File: src/rtl/bch_bit_decoder_defines.svh
// assertion macros for the bch bit decoder
// used by the top level, expects aclk and aresetn in scope
`ifndef BCH_BIT_DECODER_DEFINES_SVH
`define BCH_BIT_DECODER_DEFINES_SVH

// condition must never hold outside reset
`define BBD_ASSERT_NEVER(lbl, expr, msg) \
    lbl: assert property (@(posedge aclk) disable iff (!aresetn) !(expr)) else $error(msg);

// antecedent implies consequent in the same cycle
`define BBD_ASSERT_IMPLY(lbl, ante, cons, msg) \
    lbl: assert property (@(posedge aclk) disable iff (!aresetn) (ante) |-> (cons)) \
        else $error(msg);

`endif

File: src/rtl/bbd_pkg.sv
// shared constants, types and galois field helpers of the bch bit decoder
// no dependencies
package bbd_pkg;

    localparam int MAX_M     = 8;
    localparam int MAX_T     = 8;
    localparam int BUF_BITS  = 256;
    localparam int NUM_SYN   = 2 * MAX_T;
    localparam int NUM_COEF  = MAX_T + 1;
    localparam int NUM_BANKS = 2;
    localparam int RAM_DEPTH = NUM_BANKS * BUF_BITS;
    localparam int RAM_AW    = $clog2(RAM_DEPTH);

    typedef enum logic [1:0] {
        CFG_FIELD_DEGREE   = 2'd0,
        CFG_CODE_LENGTH    = 2'd1,
        CFG_CORRECT_LIMIT  = 2'd2,
        CFG_MESSAGE_LENGTH = 2'd3
    } cfg_index_t;

    typedef struct packed {
        logic       bank;
        logic [3:0] m;
        logic [7:0] len;
        logic [3:0] t;
        logic [7:0] k;
    } job_t;

    typedef struct packed {
        logic empty;
        logic full;
    } q_status_t;

    function automatic logic [8:0] prim_poly(input logic [3:0] m);
        logic [8:0] p;
        unique case (m)
            4'd5:    p = 9'h025;
            4'd6:    p = 9'h043;
            4'd7:    p = 9'h083;
            4'd8:    p = 9'h171;
            default: p = 9'h013;
        endcase
        return p;
    endfunction

    function automatic logic [7:0] gf_order(input logic [3:0] m);
        logic [8:0] v;
        v = (9'd1 << m) - 9'd1;
        return v[7:0];
    endfunction

    function automatic logic [7:0] gf_xtime(input logic [7:0] a, input logic [3:0] m);
        logic [8:0] p;
        p = {a, 1'b0};
        if (p[m]) p = p ^ prim_poly(m);
        return p[7:0];
    endfunction

    function automatic logic [7:0] gf_mul(input logic [7:0] a, input logic [7:0] b,
                                          input logic [3:0] m);
        logic [14:0] p;
        logic [8:0]  poly;
        p    = '0;
        poly = prim_poly(m);
        for (int i = 0; i < 8; i++) begin
            if (b[i]) p = p ^ (15'(a) << i);
        end
        for (int k = 14; k >= 4; k--) begin
            if ((k >= int'(m)) && p[k]) p = p ^ (15'(poly) << (k - int'(m)));
        end
        return p[7:0];
    endfunction

endpackage

File: src/rtl/bbd_queue.sv
// two entry job queue between front end and decode engine
// depends on bbd_pkg
module bbd_queue (
    input  logic                 aclk,
    input  logic                 aresetn,
    input  logic                 push,
    input  bbd_pkg::job_t        push_job,
    input  logic                 pop,
    output bbd_pkg::job_t        pop_job,
    output bbd_pkg::q_status_t   status
);

    bbd_pkg::job_t ent_reg [2];
    bbd_pkg::job_t ent_next [2];
    logic       wp_reg, wp_next, rp_reg, rp_next;
    logic [1:0] cnt_reg, cnt_next;

    assign pop_job      = ent_reg[rp_reg];
    assign status.empty = cnt_reg == 2'd0;
    assign status.full  = cnt_reg == 2'd2;

    always_comb begin
        ent_next = ent_reg;
        wp_next  = wp_reg;
        rp_next  = rp_reg;
        cnt_next = cnt_reg + 2'(push) - 2'(pop);
        if (push) begin
            ent_next[wp_reg] = push_job;
            wp_next          = ~wp_reg;
        end
        if (pop) rp_next = ~rp_reg;
    end

    always_ff @(posedge aclk) begin
        ent_reg <= ent_next;
    end

    always_ff @(posedge aclk) begin
        if (!aresetn) begin
            wp_reg  <= 1'b0;
            rp_reg  <= 1'b0;
            cnt_reg <= 2'd0;
        end else begin
            wp_reg  <= wp_next;
            rp_reg  <= rp_next;
            cnt_reg <= cnt_next;
        end
    end

endmodule

File: config.mk
export PLATFORM = sky130hd
export DESIGN_NAME = bbd_queue
export DESIGN_NICKNAME = d
export VERILOG_FILES = /design/src/rtl/bch_bit_decoder_defines.svh /design/src/rtl/bbd_pkg.sv /design/src/rtl/bbd_queue.sv
export SDC_FILE = /design/constraint.sdc
export NUM_CORES = 1
export LEC_CHECK = 0
export BUFFER_PORTS_ARGS = -buffer_cell sky130_fd_sc_hd__buf_2
export CORE_MARGIN = 2
export CORE_UTILIZATION = 55
export DETAILED_ROUTE_END_ITERATION = 10
export PLACE_DENSITY_LB_ADDON = 0.25
export SLEW_MARGIN = 20
export SYNTH_ARGS = -nofsm -noshare
export SYNTH_HDL_FRONTEND = slang
export SYNTH_SLANG_ARGS = --single-unit
export TNS_END_PERCENT = 50
File: constraint.sdc
create_clock -name aclk -period 4.5 [get_ports aclk]
set_input_delay 0.225 -clock aclk [delete_from_list [all_inputs] [get_ports aclk]]
set_output_delay 0.225 -clock aclk [all_outputs]
set_load 0.05 [all_outputs]
Yosys cells after proc, flatten, opt, wreduce, memory -nomap -nowiden
Index checks and enable logic that the tools add are counted.
W data, S select, Z words.

cells by class
  $add $sub $neg = 2
  order comparisons = 3
  equal/unequal tests = 1
  multiplexer cells = 6
  bitwise logic cells = 4
  reduce and logical (&&, ||, !) cells = 2

operator list
  operator              number
  $mux W25              4
  $bwmux W50            1
  $demux W25 S1         1
  $ge A2 B2 Y1 const B  2
  $not A1 Y2            2
  $add A2 B1 Y2         1
  $eq A2 B2 Y1 const B  1
  $logic_not A2 Y1      1
  $lt A2 B1 Y1 const B  1
  $not A1 Y1            2
  $sub A2 B1 Y2         1
  $logic_and A1 B1 Y1   1

word-level totals
  bits in registers = 54
  bits of input ports = 29
  output and inout bits = 27
  logic and storage cells = 31

Longest topological paths before layout
  depth in word-level cells = 6
  depth in mapped cells = 6
  gate-level depth less buffers = 6

Least setup slack after synthesis
No wires, ideal clock.

  kind = reg-to-reg
  start = register, netlist name wp_reg
  end = register ent_reg[25] in the netlist's numbering (enable)
  setup time = 411 ps
  data arrival time = 1471 ps
  required time = 4089 ps
  setup slack = 2618 ps
  cell stages (with the launch flop) = 2
  path buffers = 0
  clock period less this slack = 1882 ps
  cell sequence = dfxtp_1 > nor2b_1

RTL lines
  what                  RTL line         RTL
  to (signal assigned)  bbd_queue.sv:35  ent_reg <= ent_next;
  to (decl)             bbd_queue.sv:13  bbd_pkg::job_t ent_reg [2];

==> summary.txt <==
Pwr
  – LEAKAGE: 1.00 nW
  – Maximum vdd drop: 0.000296 V
  – Pwr dens: ~420 mW/mm^2

Worst hold path
  – Worst hold stages: 1
  – HP Start: push_job[13]
  – Endpoint, Worst Hold: ent_reg[38]$_DFFE_PP_
  – Hold crit path type: in2reg

Cells and area
  – Area delta synth->final: 17.9%
  – Final #Nets: 188
  – Ant. Diodes: 0
  – Max reg flops: 50
  – Final std cells w/o fill: 206
  – Util after Layout: 67.9%
  – Ratio of cells with drive above 1 in the final layout: 57.0%

Setup path
  – CP max-delay cell: dfxtp_2
  – Worst path arrival time: between 1.5 and 2 ns
  – End of the worst register-to-register path: ent_reg[35]$_DFFE_PP_
  – Critical setup path kind: reg2out
  – Worst path top cell family by delay: flip-flops
  – Crit path launch type: register
  – Critical Path RT: 4.28 ns
  – Reg2Reg Setup Slack: 3.03 ns
  – R2r worst-path depth: 2
  – Max FO, Critical Path: 26
  – CP max stage delay: 0.86 ns
  – Ordered list of cells on the worst path: mux2_2 -> buf_2
  – RR Startpoint: wp_reg$_SDFFE_PN0P_
  – Worst Path Buf+Inv: 1
  – CP Capture Type: output port

STA
  – RSZ-0062 raised after global routing: false
  – Post-layout min period: 2.01 ns
  – Hold slack: between 0.1 and 0.15 ns
  – Slew of the pin with the lowest slew margin: 0.814 ns
  – Clk_skew: 0.00376 ns
  – Endpoints failing setup: 0
  – Period utilisation layout: about 45%
  – Max Freq: ~500 MHz
  – Pins over their slew limit: 0
  – PnR worst setup slack: 2.49 ns
  – Fin. Hold Viols: 0
  – Slew HR: 45.7%
  – Setup TNS Final: 0 ns

Clock network
  – Hold bufs inserted after CTS: 0
  – H-tree depth: 2
  – Clock root cell: clkbuf_8
  – CTS Sinks: 54
  – Cts repair resizes: 0
  – Post-CTS Setup Inserts: 0
  – TritonCTS buffer count: 5
  – CTS tree: built
  – Clock Path Buffers: 2
  – Worst-path clk slew: 0.08 ns
  – Worst-skew pair later-pin latency: 0.29 ns

Floorplanning
  – Core area: 0.00366 sq mm
  – Row count: 22
  – Die area: ~0.0043 sq mm
  – Chip Height: 65.9 microns
  – Die Wd: 65.9 microns
  – Io pins: 56
  – Starting Density: between 50% and 60%

Global route
  – Vias in the first global route: about 1100
  – First-pass GRT wire length: between 4000 and 5000 microns
  – Congestion Overflow GR: 0
  – Largest net degree at the start of global routing: 27
  – GR Util All Layers: 15.1%
  – Initial antenna violation count: 0

Route
  – Avg Vias per Cell: 5.02
  – Initial DRC Count: 21
  – WL final: 2920 microns
  – Wirelength per Cell: 14.2 microns
  – Antenna-violating nets left: 0
  – Detailed Routing Iterations Pass 1: 4
  – DRC viols: 0
  – Vias: between 1000 and 1500

Synth
  – #FFs+latches synth: 54
  – Ys Warns: 0
  – Library cells used by synthesis: 14
  – Mapped Cells: a little under 100
  – Synth area leaders: edfxtp_1 (71%), mux2_4 (14%), dfxtp_1 (3.8%)
  – Syn avg cell area: 21.7 sq um
  – Net Count, Synth: 128
  – Synthesized area: about 0.0021 sq mm
  – Post-synth top area share: approximately 71%
  – Synth area leader: edfxtp_1
  – Sequential fraction of the synthesis area: 75.0%

Placed design
  – Placed cell count: 198
  – DP Wirelength: 2050 microns
  – Count of buffers from port buffering: 55
  – Gpl congestion: 0.617
  – Pre-CTS setup slack: about 2.8 ns

Job
  – Max Cap Violations: 0

Outcome
  – Status: complete, no violations
==> area by class of cell <==
type	instances	area, sq um
clock buffer	6	72.6
clock inverter	2	8.76
fill	274	1170
inverter	2	7.51
multi-input combinational	38	472
sequential	54	1580
tap	48	60.1
timing repair buffer	56	283
==> per-stage QoR <==
| stage | power [mW] | area (sq um) |
|---|---|---|
| 2_1_floorplan | 0.789 | 2110 |
| 3_3_place_gp | 0.825 | 2400 |
| 3_5_place_dp | 0.831 | 2400 |
| 4_1_cts | 1.07 | 2480 |
| 5_1_grt | 1.10 | 2490 |
| 6_report | 1.06 | 2490 |
==> Yosys cell counts <==
| library cell | count |
|---|---|
| dfxtp_1 | 4 |
| buf_12 | 2 |
| inv_1 | 2 |
| buf_6 | 1 |
| ha_1 | 2 |
| edfxtp_1 | 50 |
| mux2_2 | 5 |
| xor2_1 | 1 |
| nor2b_1 | 4 |
| xnor3_1 | 1 |
| nor2_1 | 1 |
| mux2_4 | 20 |
| and2_1 | 3 |
| o21a_1 | 1 |
==> how the worst max path moves through the flow <==
stage                                    from                    end  cells after the start
final                     rp_reg$_SDFFE_PN0P_             pop_job[3]                      2
after global routing      rp_reg$_SDFFE_PN0P_             pop_job[3]                      2
after CTS                 rp_reg$_SDFFE_PN0P_             pop_job[3]                      2
after detailed placement  rp_reg$_SDFFE_PN0P_             pop_job[3]                      2
after global placement    rp_reg$_SDFFE_PN0P_             pop_job[2]                      2
after floorplan           wp_reg$_SDFFE_PN0P_  ent_reg[25]$_DFFE_PP_                      1
==> layout by cell type (no fill, tap or decap) <==
cell	Yosys	layout
clkinv_2	0	1
clkinv_1	0	1
buf_4	0	1
clkbuf_8	0	5
clkbuf_1	0	1
nor2b_2	0	1
dfxtp_1	4	3
xnor3_1	1	1
edfxtp_1	50	50
mux2_2	5	5
mux2_4	20	20
nor2b_1	4	3
and2_2	0	1
ha_1	2	2
nor2_1	1	1
inv_1	2	2
and2_1	3	2
xor2_1	1	1
buf_2	0	55
o21a_1	1	1
dfxtp_2	0	1
==> report_power, final <==
part | internal (mW) | switching (mW)
Combinational | 0.0773 | 0.139
Clock | 0.107 | 0.132
Sequential | 0.580 | 0.0208
==> per-layer routing <==
metal / vias to the layer above / track usage [%] / part of all wire, %
li1: 491 / - / -
met1: 499 / 16.2 / 37
met2: 41 / 26.8 / 54
met3: 4 / 5.11 / 7.2
met4: 0 / 7.03 / 1.6
met5: - / 0 / 0
==> cell families (layout without fill, tap and decap cells) <==
logic type	count (synthesis)	after routing	share of synthesized area, %
flops	54	54	75.0
mux	25	25	16.9
simple gates	8	8	2.25
buf+inv	5	66	2.79
fa+ha+maj	2	2	1.19
xor+xnor	2	2	1.48
compound gates	1	1	0.356
(Power assumes the default switching activity.)
