**config.mk**
```make
export PLATFORM = sky130hd
export DESIGN_NAME = bbd_front
export DESIGN_NICKNAME = d
export VERILOG_FILES = /design/src/rtl/bch_bit_decoder_defines.svh /design/src/rtl/bbd_pkg.sv /design/src/rtl/bbd_front.sv
export SDC_FILE = /design/constraint.sdc
export NUM_CORES = 1
export LEC_CHECK = 0
export BUFFER_PORTS_ARGS = -buffer_cell sky130_fd_sc_hd__buf_2
export CORE_UTILIZATION = 30
export DETAILED_ROUTE_END_ITERATION = 12
export GPL_ROUTABILITY_DRIVEN = 0
export GPL_TIMING_DRIVEN = 0
export PLACE_DENSITY = 0.51
export SLEW_MARGIN = 25
export SYNTH_ARGS = -nofsm -noshare
export SYNTH_HDL_FRONTEND = slang
export SYNTH_SLANG_ARGS = --single-unit
```
**constraint.sdc**
```tcl
create_clock -name aclk -period 5.6 [get_ports aclk]
set_clock_uncertainty 0.2 [all_clocks]
set_input_delay 1.4 -clock aclk [delete_from_list [all_inputs] [get_ports aclk]]
set_output_delay 1.4 -clock aclk [all_outputs]
set_load 0.01 [all_outputs]
```
**src/rtl/bch_bit_decoder_defines.svh**
```systemverilog
// assertion macros for the bch bit decoder
// used by the top level, expects aclk and aresetn in scope
`ifndef BCH_BIT_DECODER_DEFINES_SVH
`define BCH_BIT_DECODER_DEFINES_SVH

// condition must never hold outside reset
`define BBD_ASSERT_NEVER(lbl, expr, msg) \
    lbl: assert property (@(posedge aclk) disable iff (!aresetn) !(expr)) else $error(msg);

// antecedent implies consequent in the same cycle
`define BBD_ASSERT_IMPLY(lbl, ante, cons, msg) \
    lbl: assert property (@(posedge aclk) disable iff (!aresetn) (ante) |-> (cons)) \
        else $error(msg);

`endif

```
**src/rtl/bbd_pkg.sv**
```systemverilog
// shared constants, types and galois field helpers of the bch bit decoder
// no dependencies
package bbd_pkg;

    localparam int MAX_M     = 8;
    localparam int MAX_T     = 8;
    localparam int BUF_BITS  = 256;
    localparam int NUM_SYN   = 2 * MAX_T;
    localparam int NUM_COEF  = MAX_T + 1;
    localparam int NUM_BANKS = 2;
    localparam int RAM_DEPTH = NUM_BANKS * BUF_BITS;
    localparam int RAM_AW    = $clog2(RAM_DEPTH);

    typedef enum logic [1:0] {
        CFG_FIELD_DEGREE   = 2'd0,
        CFG_CODE_LENGTH    = 2'd1,
        CFG_CORRECT_LIMIT  = 2'd2,
        CFG_MESSAGE_LENGTH = 2'd3
    } cfg_index_t;

    typedef struct packed {
        logic       bank;
        logic [3:0] m;
        logic [7:0] len;
        logic [3:0] t;
        logic [7:0] k;
    } job_t;

    typedef struct packed {
        logic empty;
        logic full;
    } q_status_t;

    function automatic logic [8:0] prim_poly(input logic [3:0] m);
        logic [8:0] p;
        unique case (m)
            4'd5:    p = 9'h025;
            4'd6:    p = 9'h043;
            4'd7:    p = 9'h083;
            4'd8:    p = 9'h171;
            default: p = 9'h013;
        endcase
        return p;
    endfunction

    function automatic logic [7:0] gf_order(input logic [3:0] m);
        logic [8:0] v;
        v = (9'd1 << m) - 9'd1;
        return v[7:0];
    endfunction

    function automatic logic [7:0] gf_xtime(input logic [7:0] a, input logic [3:0] m);
        logic [8:0] p;
        p = {a, 1'b0};
        if (p[m]) p = p ^ prim_poly(m);
        return p[7:0];
    endfunction

    function automatic logic [7:0] gf_mul(input logic [7:0] a, input logic [7:0] b,
                                          input logic [3:0] m);
        logic [14:0] p;
        logic [8:0]  poly;
        p    = '0;
        poly = prim_poly(m);
        for (int i = 0; i < 8; i++) begin
            if (b[i]) p = p ^ (15'(a) << i);
        end
        for (int k = 14; k >= 4; k--) begin
            if ((k >= int'(m)) && p[k]) p = p ^ (15'(poly) << (k - int'(m)));
        end
        return p[7:0];
    endfunction

endpackage

```
**src/rtl/bbd_front.sv**
```systemverilog
// front end: configuration registers, bit intake into the buffer banks, job issue
// depends on bbd_pkg
module bbd_front (
    input  logic                      aclk,
    input  logic                      aresetn,
    input  logic                      s_tvalid,
    output logic                      s_tready,
    input  logic [7:0]                s_tdata,   // [0] rx_bit
    input  logic                      cfg_valid,
    output logic                      cfg_ready,
    input  logic [1:0]                cfg_index,
    input  logic [7:0]                cfg_data,
    output logic                      ram_we,
    output logic [bbd_pkg::RAM_AW-1:0] ram_waddr,
    output logic                      ram_wdata,
    output logic                      job_push,
    output bbd_pkg::job_t             job,
    input  logic                      job_done
);

    logic [3:0] fd_reg, fd_next;
    logic [7:0] cl_reg, cl_next;
    logic [3:0] ct_reg, ct_next;
    logic [7:0] ml_reg, ml_next;
    logic [7:0] pos_reg, pos_next;
    logic       bank_reg, bank_next;
    logic [1:0] outst_reg, outst_next;

    logic [3:0] m_eff;
    logic [7:0] nmax, len_eff, k_eff;
    logic [3:0] t_eff;
    logic       accept, word_end;

    assign cfg_ready = 1'b1;

    always_comb begin
        fd_next = fd_reg;
        cl_next = cl_reg;
        ct_next = ct_reg;
        ml_next = ml_reg;
        if (cfg_valid) begin
            unique case (bbd_pkg::cfg_index_t'(cfg_index))
                bbd_pkg::CFG_FIELD_DEGREE:   fd_next = cfg_data[3:0];
                bbd_pkg::CFG_CODE_LENGTH:    cl_next = cfg_data;
                bbd_pkg::CFG_CORRECT_LIMIT:  ct_next = cfg_data[3:0];
                bbd_pkg::CFG_MESSAGE_LENGTH: ml_next = cfg_data;
            endcase
        end
    end

    always_comb begin
        priority if (fd_reg < 4'd4) m_eff = 4'd4;
        else if (fd_reg > 4'(bbd_pkg::MAX_M)) m_eff = 4'(bbd_pkg::MAX_M);
        else m_eff = fd_reg;
        nmax = bbd_pkg::gf_order(m_eff);
        priority if (cl_reg == 8'd0) len_eff = 8'd1;
        else if (cl_reg > nmax) len_eff = nmax;
        else len_eff = cl_reg;
        t_eff = (ct_reg > 4'(bbd_pkg::MAX_T)) ? 4'(bbd_pkg::MAX_T) : ct_reg;
        k_eff = (ml_reg > len_eff) ? len_eff : ml_reg;
    end

    assign s_tready  = outst_reg < 2'(bbd_pkg::NUM_BANKS);
    assign accept    = s_tvalid && s_tready;
    assign word_end  = accept && ((9'(pos_reg) + 9'd1) >= 9'(len_eff));
    assign ram_we    = accept;
    assign ram_waddr = {bank_reg, pos_reg};
    assign ram_wdata = s_tdata[0];
    assign job_push  = word_end;

    always_comb begin
        job.bank = bank_reg;
        job.m    = m_eff;
        job.len  = len_eff;
        job.t    = t_eff;
        job.k    = k_eff;
    end

    always_comb begin
        pos_next   = pos_reg;
        bank_next  = bank_reg;
        outst_next = outst_reg + 2'(word_end) - 2'(job_done);
        if (word_end) begin
            pos_next  = 8'd0;
            bank_next = ~bank_reg;
        end else if (accept) begin
            pos_next = pos_reg + 8'd1;
        end
    end

    always_ff @(posedge aclk) begin
        if (!aresetn) begin
            fd_reg    <= 4'd8;
            cl_reg    <= 8'd255;
            ct_reg    <= 4'd2;
            ml_reg    <= 8'd239;
            pos_reg   <= 8'd0;
            bank_reg  <= 1'b0;
            outst_reg <= 2'd0;
        end else begin
            fd_reg    <= fd_next;
            cl_reg    <= cl_next;
            ct_reg    <= ct_next;
            ml_reg    <= ml_next;
            pos_reg   <= pos_next;
            bank_reg  <= bank_next;
            outst_reg <= outst_next;
        end
    end

endmodule

```
Word-level counts from Yosys, hierarchy flattened
Index checks and enable logic that the tools add are counted.
Widths: inputs -> output; s select.
Storage, ports and cells
  output and inout port bits: 39
  bits in registers: 35
Operators by class
  equal/unequal tests: 3
  order comparisons: 7
  add/sub/neg operators: 5
  reduce and logical (&&, ||, !) cells: 9
  multiplexer cells: 6
  bitwise logic cells: 2
  shift-type cells: 1
Operators with widths (count)
  $mux 8: 3
  $gt 8x8->1: 2
  $mux 4: 3
  $add 8x1->9 const B: 1
  $ge 9x8->1: 1
  $add 8x1->8 const B: 1
  $gt 4x4->1 const B: 2
  $logic_not 8->1: 1
  $reduce_and 2->1: 4
  $shl 1x4->8 const A: 1
  $sub 8x1->8 const B: 1
  $eq 2x2->1 const B: 2
  $lt 4x3->1 const B: 1
  $add 2x1->2: 1
  $eq 2x1->1 const B: 1
  $logic_and 1x1->1: 2
  $logic_not 2->1: 1
  $lt 2x2->1 const B: 1
  $not 1->1: 2
  $reduce_or 2->1: 1
  $sub 2x1->2: 1

Depth between registers and ports, before layout
  word-level depth: 12
  gate-level depth with buffers: 21
  mapped depth without buffers: 19

Worst setup path after synthesis
OpenSTA, ideal clock, no wires.
  kind: register to output
  from: reg fd_reg[3]
  to: out job[0] in the netlist's numbering
  path slack: 0.480 ns
  stages on the path, launching flop included: 17
  arrival: 3.520 ns
  buffers on the path: 2
  data required time: 4.000 ns
  cell sequence: dfxtp_1 inv_1 nand2_1 xnor2_1 ha_1 o2111ai_1 and3_4 buf_6 or4_4 and2_1 ha_1 nand3_1 and4_1 a2bb2oi_2 and2_1 buf_2 mux2_2
RTL lines
  start, declared: line bbd_front.sv:21  | logic [3:0] fd_reg, fd_next;
  start signal, assigned: line bbd_front.sv:101  | fd_reg <= fd_next;
  end, declared: line bbd_front.sv:17  | output bbd_pkg::job_t job,

==> impl_results.md <==
- Min-Delay Path Class: register to register
- Placed Cells: 482
- Cell variety after synth: 54
- Top cells by count, synth: nand2_1, dfxtp_1, ha_1
- Final ANT Viol Nets: 0
- WS Path Type: register to output port
- CTS root buffer: clkbuf_8
- PwrDens: 260.3 nW/um^2
- # nets final: 441
- Critical Path End Type: output port
- Final std cells w/o fill: 496
- Most area-consuming cells after synthesis: dfxtp_1, ha_1, nand2_1
- Placed cell areas: 2940 um^2
- Post-synth EDFFs: 0
- Post-route cell area: between 3000 and 4000 um^2
- GRT overflow: 0
- Final Critical Period: 5.459 ns
- YS warnings: 0
- Final Setup Violations: 0
- Routed WL: 7.032 mm
- Post-Syn Area per Cell: 7.880 um^2
- GRT Util Overall: between 10% and 20%
- Worst Path Required: 4.00 ns
- Hold WS: approximately 0.29 ns
- Setup TNS: 0 ns
- H-tree depth: 2
- Post-Synthesis Cells: ~320
- Post-synthesis cell area: 2537 um^2
- Outcome: complete, no violations
- Drt drc: 0
- Sequential-to-total area share from yosys stat: 27.61%
- Largest net degree at the start of global routing: 13
- Synth Register Bits: 35
- Initial Util: 30.88%
- Ant diodes: 0
- Core area: slightly above 8000 um^2
- MaxCap Viol Count: 0
- Row count: 33
- Startpoint types: register
- Initial antenna violation count: 0
- Hpwl dp: 5.405 mm
- DR WL/cell: around 14 um
- Crit-path max FO: 10
- Worst Tran Pin Value: 0.5876 ns
- Highest Clock Rate: 183.2 MHz
- Number of DRC markers in iteration 0: 97
- PortBufs: 52
- Via/cell ratio: ~5.1
- Final Max Slew Viols: 0
- DR pass1 iterations: 6
- Clock Pin Slew Worst Setup and Hold Paths: 0.08 ns
- Synth Flop Type: dfxtp_1
- Async S/R FF share, synth: 0%
- CTS tree: yes
- Tcrit/Tclk final: 97.49%
- Layout cells sized above 1: 28.39%
- Syn-to-layout area delta: 29.98%
- Critical Path AT: roughly 3.9 ns
- I/O pins: 62
- Synth top area share: ~28%
- Die area: between 8000 and 9000 um^2
- Post-CTS Hold Fix Bufs: 0
- Vias in the first global route: between 2000 and 2500
- Number of vias in the routed layout: 2509
- Peak supply drop: ~0.00010 V
- Yosys top cell by area: dfxtp_1
- Final hold vios: 0
- P_leak: 1.514 nW
- Top-count cell post-synth: nand2_1
- Slew margin rel.: 60.53%
- Num CTS Buffers: 5
- Chip Width: about 94 um
- CTS sink cnt: 35
- Global-route wire length before repair: 11.04 mm
- Max Root-Sink Buffers: 2
- Clock latency on the worst-skew pair: 0.29 ns
- Die Ht: 93.97 um
==> routing by layer <==
layer	vias up	share of wire, %	global-route usage, %
met3	7	4.9	2.751
met2	61	43	24.51
met5	-	0	0
met4	0	1.0	3.846
met1	1151	51	23.40
li1	1290	-	-
==> critical path, stage by stage, from the launching register on <==
cell and delay (ns):
dfxtp_4 0.37, o21ai_2 0.14, nand2_2 0.08, xnor2_2 0.18
ha_1 0.28, nand4_1 0.16, o21ai_4 0.10, buf_6 0.14
or4_4 0.51, and2_4 0.20, ha_4 0.28, o21ai_0 0.08
nor2_1 0.19, a2bb2oi_4 0.16, and2_4 0.15, buf_6 0.12
mux2_4 0.31, buf_6 0.12
==> final cells by class <==
class,count,area (um^2)
tap,105,131.4
clock buffer,6,82.58
multi-input combinational,256,1866
clock inverter,2,16.27
fill,840,4918
sequential,35,715.7
inverter,17,66.31
buffer,17,108.9
timing repair buffer,58,311.5
==> where the power goes <==
part           internal, mW  switching (mW)
Combinational         0.189           0.202
Sequential            0.259          0.0134
Clock                 0.100          0.0949
Total                 0.548           0.310
==> worst paths after layout <==
check / start / to / slack (ns) / depth (start not counted)
setup / recovery: fd_reg[1] / job[0] / 0.14 / 17
hold / removal: ct_reg[1] / ct_reg[1] / 0.29 / 2
setup reg to reg: fd_reg[1] / outst_reg[1] / 1.33 / 19
hold reg to reg: ct_reg[1] / ct_reg[1] / 0.29 / 2
==> cells by family after synthesis <==
kind of cell,synth area share (%)
multiplexers,3.205
adder cells (fa/ha/maj),13.81
other,0.2960
flip-flops,27.61
XOR/XNOR,1.726
AND/OR/NAND/NOR,29.93
buffers and inverters,6.016
AO/OA/AOI/OAI,17.41
==> stage by stage <==
step                      setup slack [ns]  util [%]  total power [mW]
after floorplan                     0.4801         -            0.4938
after detailed placement           -0.1644     35.79            0.5955
final                               0.1405     40.14            0.8584
after CTS                         0.004013     38.08            0.8235
after global routing              -0.01596     40.14            0.9219
after global placement             -0.1666     35.79            0.5907
==> cell usage in the layout (no fill, tap or decap), types with 8 or more instances in the layout <==
master    instances
nand2_1          56
buf_2            51
dfxtp_1          31
ha_1             24
nand3_1          19
inv_1            16
nor2b_1          12
o21ai_0          11
buf_4            11
a21oi_1          10
and2_1            8
clkbuf_1          8
==> timing repair <==
action / in CTS / in global routing
endpoints found under the setup margin: 9 / 9
resized for setup: 18 / 30
buffers inserted: 3 / 3
gates cloned: 0 / 0
pin swaps: 5 / 13
No activity file was read; power rests on OpenSTA's default activity.
