`src/rtl/bch_bit_decoder_defines.svh`:
```
// assertion macros for the bch bit decoder
// used by the top level, expects aclk and aresetn in scope
`ifndef BCH_BIT_DECODER_DEFINES_SVH
`define BCH_BIT_DECODER_DEFINES_SVH

// condition must never hold outside reset
`define BBD_ASSERT_NEVER(lbl, expr, msg) \
    lbl: assert property (@(posedge aclk) disable iff (!aresetn) !(expr)) else $error(msg);

// antecedent implies consequent in the same cycle
`define BBD_ASSERT_IMPLY(lbl, ante, cons, msg) \
    lbl: assert property (@(posedge aclk) disable iff (!aresetn) (ante) |-> (cons)) \
        else $error(msg);

`endif

```
`src/rtl/bbd_ram.sv`:
```
// generic single write port, single read port ram with registered read
// no dependencies
module bbd_ram #(
    parameter int WIDTH = 1,
    parameter int DEPTH = 512
) (
    input  logic                     aclk,
    input  logic                     we,
    input  logic [$clog2(DEPTH)-1:0] waddr,
    input  logic [WIDTH-1:0]         wdata,
    input  logic [$clog2(DEPTH)-1:0] raddr,
    output logic [WIDTH-1:0]         rdata
);

    logic [WIDTH-1:0] mem [DEPTH];
    logic [WIDTH-1:0] rdata_reg;

    always_ff @(posedge aclk) begin
        if (we) mem[waddr] <= wdata;
        rdata_reg <= mem[raddr];
    end

    assign rdata = rdata_reg;

endmodule

```
`config.mk`:
```
export PLATFORM = sky130hd
export DESIGN_NAME = bbd_ram
export DESIGN_NICKNAME = d
export VERILOG_FILES = /design/src/rtl/bch_bit_decoder_defines.svh /design/src/rtl/bbd_ram.sv
export SDC_FILE = /design/constraint.sdc
export NUM_CORES = 1
export LEC_CHECK = 0
export ABC_AREA = 1
export BUFFER_PORTS_ARGS = -buffer_cell sky130_fd_sc_hd__buf_4
export CAP_MARGIN = 0
export CORE_MARGIN = 2
export CORE_UTILIZATION = 60
export DETAILED_ROUTE_END_ITERATION = 8
export PLACE_DENSITY = 0.88
export SLEW_MARGIN = 20
export SYNTH_ARGS = -nofsm -noshare
export SYNTH_HDL_FRONTEND = slang
export SYNTH_SLANG_ARGS = --single-unit
```
`constraint.sdc`:
```
create_clock -name aclk -period 1.8 [get_ports aclk]
set_input_delay 0.18 -clock aclk [delete_from_list [all_inputs] [get_ports aclk]]
set_output_delay 0.18 -clock aclk [all_outputs]
set_load 0.02 [all_outputs]
```
# ---- Yosys cells after proc, flatten, opt, wreduce, memory -nomap -nowiden
# Memory sizes are Yosys's and may differ from the RTL's. A register that Yosys moved wholly into a read port is not among the register bits.
# Index checks and enable logic that the tools add are counted.
dict set report totals {
  register_bits 0
  latchBits 0
  mem_bits_rw 512
  rom_bits 0
  input_bits 21
  output_inout_bits 1
  wordCells 3
  memories 1
}
dict set report op_classes {
  add_sub_neg 0
  n_mul 0
  n_div 0
  magnitude_cmp 0
  n_eq_ne 0
  shifts 0
  muxes 2
  bitwise_logic 0
  reduce_logical 0
}
# memory words word_bits read_ports rd_clocked_by_memory_dff wr line
set mem_list {}
lappend mem_list {mem 512 1 1 1 1 bbd_ram.sv:15} ;# logic [WIDTH-1:0] mem [DEPTH];
# cell n
set ops {}
lappend ops {{$mux 1} 2}

# ---- Depth between registers and ports, before layout
# Gate-level depths: netlist of the first run.
dict set report logic_depth {
  depth_word 2
  mapped_depth 16
}

# ---- Worst setup path before layout of the first run
# OpenSTA, ideal clock, no wires.
dict set report synth_timing {
  path_type {input to register}
  from {input port waddr[4]}
  to {memory mem[212] (enable)}
  setup_ps 300
  arrival_time_ps 1109
  required_ps 1500
  slack_ps 391
  path_stages 7
  n_path_buf 1
  path_cell_list {inv_1 -> nor2_1 -> inv_1 -> nor2_1 -> inv_1 -> clkbuf_1 -> nor2_1}
}
# item line
set synth_rtl {}
lappend synth_rtl {{start: declaration} bbd_ram.sv:9} ;# input logic [$clog2(DEPTH)-1:0] waddr,
lappend synth_rtl {{end: declaration} bbd_ram.sv:15}
# No word-level cell before the write port.

==> results of run 1 <==
==> cell usage in the layout (no fill, tap or decap), drive strengths merged, types with 2 or more instances in the layout <==
cell type  synthesis  final
clkinv             0     19
bufinv             0      2
edfxtp           512    512
buf              118    156
nand2            589    589
inv               39     39
clkbuf            70     62
nor3              11     11
nand3            500    500
nor2             514    514
==> worst max-delay path, cell delays in order (launching register included) <==
cell      delay (ns)
edfxtp_1        0.37
nand2_1         0.08
nand3_1         0.08
nand3_1         0.11
nand3_1         0.11
nand3_1         0.10
nand3_1         0.17
nand2_1         0.11
nand2_1         0.06
nand3_1         0.11
nand2_1         0.08
nand2_1         0.06
nand2_1         0.04
==> timing repair <==
item	4_1_cts	5_1_grt
endpoints found under the setup margin	0	0
hold buffers	1	0
setup buffers	0	0
endpoints found under the hold margin	1	0
==> stage by stage <==
step / util, % / instance area, um2 / cells / hold WS [ns]
after CTS: 67.9 / 26100 / 2925 / 0.00990
final: 67.9 / 26100 / 2925 / 0.0160
after detailed placement: 64.2 / 24700 / 2840 / 0.456
after global placement: 64.2 / 24700 / 2840 / 0.483
after floorplan: - / 23300 / 2354 / 0.279
after global routing: 67.9 / 26100 / 2925 / 0.0836
==> worst min path at each step <==
stage | depth (start not counted) | end | from
floorplan | 0 | mem[0] | wdata
global placement | 3 | rdata | raddr[8]
detailed placement | 3 | rdata | raddr[8]
CTS | 5 | rdata | raddr[7]
global route | 5 | rdata | raddr[7]
finish | 5 | rdata | raddr[7]
==> layer usage <==
| metal | wire, um | track usage [%] | vias to the layer above |
|---|---|---|---|
| li1 | - | - | 7971 |
| met5 | 9 | 0 | - |
| met4 | 4620 | 20.2 | 2 |
| met3 | 8470 | 7.06 | 370 |
| met2 | 30500 | 52.1 | 1416 |
| met1 | 20600 | 38.7 | 8554 |
==> logic make-up (layout without fill, tap and decap cells) <==
group	Yosys count	after routing	synth area share (%)
and+or+nand+nor	1614	1614	28.8
DFF	513	513	66.2
buffers and inverters	227	280	4.99
==> area by class of cell <==
class | count | area (um2)
sequential | 513 | 15400
fill | 2568 | 12400
clock inverter | 22 | 146
multi-input combinational | 1614 | 6730
clock buffer | 62 | 1270
tap | 518 | 648
timing repair buffer | 157 | 1770
inverter | 39 | 154
==> where the power goes <==
part / leakage, nW / internal (W) / total, W / switching, W
Sequential: 4.61 / 0.0131 / 0.0132 / 0.0000107
Clock: 0.691 / 0.00525 / 0.00950 / 0.00425
Combinational: 3.72 / 0.000596 / 0.00188 / 0.00128
==> reports/results.tsv, run 1 <==
stage	metric	value	unit
yosys	netlist_area	0.0233	mm2
timing	setup-tns-final	0	ns
timing	final.setup.worst_slack	0.221	ns
detailed_routing	routed_wl	64200	um
power	vdd_ir_drop_max	0.000778	V
yosys	yosys-top-cells-count	589 x nand2_1, 514 x nor2_1, 512 x edfxtp_1	
worst_setup_path	r2r_start	mem[446]	
final_layout	largest_register_ff_count	512	
yosys	synth_seq_cells	513	
placed_design	dp_slack	-0.0521	ns
clocking	tritoncts	built	
timing	slew_headroom	37.7	%
timing	clock_skew	0.0114	ns
clocking	cts_buffer_depth	3	
grt	overflow	0	
detailed_routing	via_per_inst	6.26	
worst_setup_path	start_kind	flip-flop	
yosys	synth_ff_type	edfxtp_1	
clocking	numCtsBuffers	49	
yosys	synth_largest_area_cell	edfxtp_1	
timing	worst_pin_slew	0.933	ns
worst_setup_path	worstSetupEndpoint	rdata	
yosys	syn_avg_cell_area	9.88	um2
placed_design	place.gp.congestion	0.884	
yosys	yosys_warnings	0	
die	core_area	0.0385	mm2
worst_setup_path	cp_max_fo	1	
final_layout	layout.nets	2395	
worst_setup_path	required	2.27	ns
outcome	status	finished, final reports clean	
timing	period_minus_slack	1.58	ns
clocking	post_cts_resized	0	
yosys	synth-edff-count	512	
timing	max_clock_freq	0.633	GHz
worst_setup_path	r2r_slack	0.22	ns
die	die_h	201	um
placed_design	io_buffers	21	
run	maxCapViolations	0	
detailed_routing	drc	0	
timing	rsz0062_at_grt	false	
detailed_routing	ant_nets	0	
worst_setup_path	startpoint	mem[446]	
final_layout	n_antenna_cell	0	
worst_setup_path	reg2reg_depth	12	
die	fp.dieW	201	um
worst_setup_path	arrival	2.05	ns
grt	grt_pass1_vias	18100	
clocking	clkLatencyLatePin	0.57	ns
placed_design	hpwl	36700	um
detailed_routing	drt-initial-drc-count	3127	
min_path	worstHoldPathType	in2reg	
yosys	synth.top_cells.by_area	edfxtp_1 66%, nand3_1 11%, nand2_1 9.5%	
grt	grt_start_max_net_pins	75	
die	start_util	60.4	%
yosys	async_flop_share	0	%
grt	antenna_found_initial	1	
yosys	syn_nets	2375	
yosys	synth.distinct_cells	15	
die	num_rows	72	
clocking	clock-sinks	513	
clocking	clk_pin_slew	0.06	ns
final_layout	layout-drive-gt1-share	9.60	%
power	p_leak	9.02	nW
timing	drv_slew	0	
die	ios	22	
clocking	cts-root-buf	clkbuf_16	
detailed_routing	vias	18300	
worst_setup_path	path_class	reg2reg	
yosys	yosysSeqAreaShare	66.2	%
power	p_per_area	940	mW/mm2
power	total_power	0.0245	W
yosys	syn_inst	2354	
timing	hold_viol_final	0	
timing	setup_viol_count_final	0	
timing	finalCritPeriodShare	87.7	%
final_layout	area_growth	12.3	%
worst_setup_path	r2r-end	rdata	
detailed_routing	drt_pre_antenna_iters	8	
die	dieArea	0.0403	mm2
grt	grt_usage	31.9	%
clocking	htree_levels	2	
yosys	synth_top_area_share	66.1	%
grt	grt_pass1_wl	98900	um
worst_setup_path	cp-end-kind	flip-flop	
detailed_routing	wire_per_inst	21.9	um
yosys	synth_most_common_cell	nand2_1	
No activity file was read; power rests on OpenSTA's default activity.
==> run 2, diff against run 1 <==
--- a/config.mk
+++ b/config.mk
@@ -5,7 +5,6 @@
 export SDC_FILE = /design/constraint.sdc
 export NUM_CORES = 1
 export LEC_CHECK = 0
-export ABC_AREA = 1
 export BUFFER_PORTS_ARGS = -buffer_cell sky130_fd_sc_hd__buf_4
 export CAP_MARGIN = 0
 export CORE_MARGIN = 2
==> constraint.sdc (replaced) <==
create_clock -name aclk -period 2 [get_ports aclk]
set_input_delay 0.2 -clock aclk [delete_from_list [all_inputs] [get_ports aclk]]
set_output_delay 0.2 -clock aclk [all_outputs]
set_load 0.02 [all_outputs]
==> run 2 against run 1 <==
  * The run now ends with negative setup slack left
  * Combinational power down 24%
  * Critical endpoint unchanged
  * Flip-flop and latch count unchanged
  * Highest routed layer is now met4
  * Sequential share of layout area up 1.5 points
==> reports/results.tsv, run 2 <==
stage	metric	value	unit	change
detailed_routing	ant_nets	0		unchanged
clocking	htree_levels	2		unchanged
worst_setup_path	cp-end-kind	flip-flop		unchanged
worst_setup_path	worstSetupEndpoint	rdata		unchanged
outcome	status	finished, violations left		was finished, final reports clean
yosys	async_flop_share	0	%	unchanged
die	die_h	198	um	was 201 um
worst_setup_path	path_cells	mux4_2 > mux4_2 > nand2_2 > o311ai_4 > o211ai_1 > a221o_1 > nand4_1		was nand2_1 > nand3_1 > nand3_1 > nand3_1 > nand3_1 > nand3_1 > nand2_1 > nand2_1 > nand3_1 > nand2_1 > nand2_1 > nand2_1
yosys	synth_largest_area_cell	edfxtp_1		unchanged
power	vdd_ir_drop_max	0.000862	V	was 0.000778 V
timing	clock_skew	0.0133	ns	was 0.0114 ns
power	seqPwrFrac	52.8	%	was 53.6%
clocking	cts_setup_buffers	0		unchanged
timing	setup_viol_count_final	1		was 0
final_layout	layout.nets	1698		was 2395
yosys	synth_top_area_share	68.0	%	was 66.1%
worst_setup_path	reg2reg_depth	7		was 12
timing	slew_headroom	58.0	%	was 37.7%
clocking	tritoncts	built		unchanged
final_layout	layout-drive-gt1-share	15.9	%	was 9.60%
outcome	failed_checks	negative setup slack		
yosys	synth.distinct_cells	43		was 15
yosys	synth_ff_type	edfxtp_1		unchanged
yosys	syn_nets	1636		was 2375
timing	finalCritPeriodShare	102	%	was 87.7%
final_layout	layout_common_cells	532 x nor2_1, 512 x edfxtp_1, 118 x buf_4, 116 x mux2i_1, 56 x nand2_1		was 576 x nand2_1, 514 x nor2_1, 512 x edfxtp_1, 500 x nand3_1, 108 x buf_4
clocking	cts-root-buf	clkbuf_16		unchanged
timing	period_minus_slack	2.04	ns	was 1.58 ns
detailed_routing	via_per_inst	6.61		was 6.26
die	dieArea	0.0393	mm2	was 0.0403 mm2
die	ios	22		unchanged
grt	grt_usage	30.2	%	was 31.9%
worst_setup_path	arrival	2.48	ns	was 2.05 ns
clocking	clock-sinks	513		unchanged
worst_setup_path	startpoint	mem[197]		was mem[446]
yosys	synth.top_cells.by_area	edfxtp_1 68%, nor2_1 8.8%, mux2i_1 5.1%		was edfxtp_1 66%, nand3_1 11%, nand2_1 9.5%
grt	grt_pass1_vias	14800		was 18100
power	power_frac_clock	40.8	%	was 38.7%
clocking	clkLatencyLatePin	0.56	ns	was 0.57 ns
final_layout	largest_register_ff_count	512		unchanged
timing	worst_pin_slew	0.629	ns	was 0.933 ns
placed_design	io_buffers	21		unchanged
min_path	worstHoldPathType	in2reg		unchanged
power	power_frac_comb	6.4	%	was 7.6%
final_layout	final.fill_count	2341		was 2568
yosys	netlist_area	0.0226	mm2	was 0.0233 mm2
power	p_sw_share	21.1	%	was 22.6%
timing	final.setup.worst_slack	-0.0411	ns	was 0.221 ns
worst_setup_path	path_class	reg2reg		unchanged
final_layout	utilization	68.1	%	was 67.9%
yosys	syn_inst	1615		was 2354
worst_setup_path	r2r-end	rdata		unchanged
grt	antenna_found_initial	1		unchanged
yosys	syn_avg_cell_area	14.0	um2	was 9.88 um2
yosys	yosys_warnings	0		unchanged
worst_setup_path	crit_path_frequent_cell	mux4_2		
placed_design	place.gp.congestion	0.902		was 0.884
grt	overflow	0		unchanged
worst_setup_path	critPathSlowestCell	mux4_2		was edfxtp_1
placed_design	dp.cells	2136		was 2840
power	power_switching	0.00474	W	was 0.00554 W
worst_setup_path	start_kind	flip-flop		unchanged
yosys	synth_seq_cells	513		unchanged
grt	grt_pass1_wl	86800	um	was 98900 um
yosys	synth-edff-count	512		unchanged
detailed_routing	drt_pre_antenna_iters	6		was 8
die	fp.dieW	198	um	was 201 um
worst_setup_path	r2r_slack	-0.04	ns	was 0.22 ns
placed_design	hpwl	34100	um	was 36700 um
final_layout	area_growth	12.7	%	was 12.3%
timing	drv_slew	0		unchanged
clocking	numCtsBuffers	50		was 49
timing	rsz0062_at_grt	true		was false
clocking	clk_pin_slew	0.06	ns	about the same
yosys	synth_most_common_cell	nor2_1		was nand2_1
power	p_per_area	881	mW/mm2	was 940 mW/mm2
detailed_routing	routed_wl	57600	um	was 64200 um
detailed_routing	drc	0		unchanged
detailed_routing	drt-initial-drc-count	2163		was 3127
die	start_util	60.5	%	was 60.4%
grt	grt_start_max_net_pins	94		was 75
timing	max_clock_freq	0.490	GHz	was 0.633 GHz
detailed_routing	vias	14700		was 18300
final_layout	final_common_cell	nor2_1		was nand2_1
yosys	yosys-top-cells-count	532 x nor2_1, 512 x edfxtp_1, 116 x mux2i_1		was 589 x nand2_1, 514 x nor2_1, 512 x edfxtp_1
worst_setup_path	slowest_delay	0.50	ns	was 0.37 ns
power	p_leak	8.05	nW	was 9.02 nW
yosys	yosysSeqAreaShare	68.1	%	was 66.2%
timing	hold_viol_final	0		unchanged
die	num_rows	71		was 72
worst_setup_path	r2r_start	mem[197]		was mem[446]
die	core_area	0.0374	mm2	was 0.0385 mm2
worst_setup_path	cp_max_fo	1		unchanged
power	power.internal	0.0177	W	was 0.0190 W
final_layout	final_cells	2225		was 2925
clocking	cts_buffer_depth	3		unchanged
detailed_routing	wire_per_inst	25.9	um	was 21.9 um
run	maxCapViolations	0		unchanged
worst_setup_path	required	2.44	ns	was 2.27 ns
[run 2: cell types whose count changed after synthesis, moves of 33 or more]
cell	change
mux4_2	+51
o221ai_1	+54
a21oi_1	+35
buf_2	-42
nand3_1	-493
nand2_1	-531
mux2i_1	+116
inv_1	-33
[run 2: logic make-up (layout without fill, tap and decap cells)]
logic type	count (synthesis)	count (layout)	share of synthesized area (%)
other cells	0	1	0
compound gates	145	145	4.74
flops	513	513	68.1
simple gates	627	627	10.8
buf+inv	142	240	3.67
mux	188	188	12.7
[run 2: power groups by stage]
stage	registers, W	clock network [W]	logic (W)
floorplan	0.0121	0	0.000752
global placement	0.0121	0	0.00132
detailed placement	0.0121	0	0.00137
CTS	0.0118	0.00920	0.00139
global route	0.0118	0.00960	0.00148
finish	0.0118	0.00916	0.00143
[run 2: repair_timing]
action / in CTS / in global routing
gates resized for setup: 6 / 0
endpoints found under the setup margin: 1 / 1
pin swaps: 5 / 0
hold buffers: 0 / 0
[run 2: worst min path at each step]
stage / endpoint / cells after the start / from / slack [ns]
after CTS: mem[244] / 1 / wdata / 0.11
after detailed placement: mem[235] / 1 / wdata / 0.69
after global routing: mem[244] / 1 / wdata / 0.13
after global placement: mem[234] / 1 / wdata / 0.67
after floorplan: mem[0] / 0 / wdata / 0.30
final: mem[244] / 1 / wdata / 0.11
[run 2: area by class of cell]
type,instances,area [um2],area share [%]
inverters,5,18.8,0.0737
clock inverters,18,214,0.840
well taps,511,639,2.51
diodes,1,2.50,0.00982
repair buffers,147,1460,5.72
flip-flops and latches,513,15400,60.4
multi-input cells,960,6400,25.1
clock buffers,70,1350,5.29
[run 2: critical path: cells and delay by family (launching register included)]
kind	cells	cell delay (ns)
multiplexers	2	0.97
flip-flops	1	0.41
AO/OA/AOI/OAI	3	0.37
AND/OR/NAND/NOR	2	0.16
[run 2: per-layer routing]
metal	up-vias	global-route usage, %	wire, um
met5	-	0	0
met4	0	15.7	2970
met1	7171	38.2	18700
met3	240	6.46	7580
met2	1179	49.5	28400
li1	6113	-	-
[run 2: metrics by stage]
step	setup TNS [ns]	total power, W	hold WS, ns	instance area [um2]	setup slack, ns
after floorplan	0	0.0128	0.299	22600	0.0274
after global placement	-0.265	0.0134	0.674	23900	-0.265
after detailed placement	-0.302	0.0134	0.690	23900	-0.302
after CTS	-0.0349	0.0224	0.105	25500	-0.0349
after global routing	-0.0822	0.0229	0.131	25500	-0.0822
final	-0.0411	0.0224	0.105	25500	-0.0411
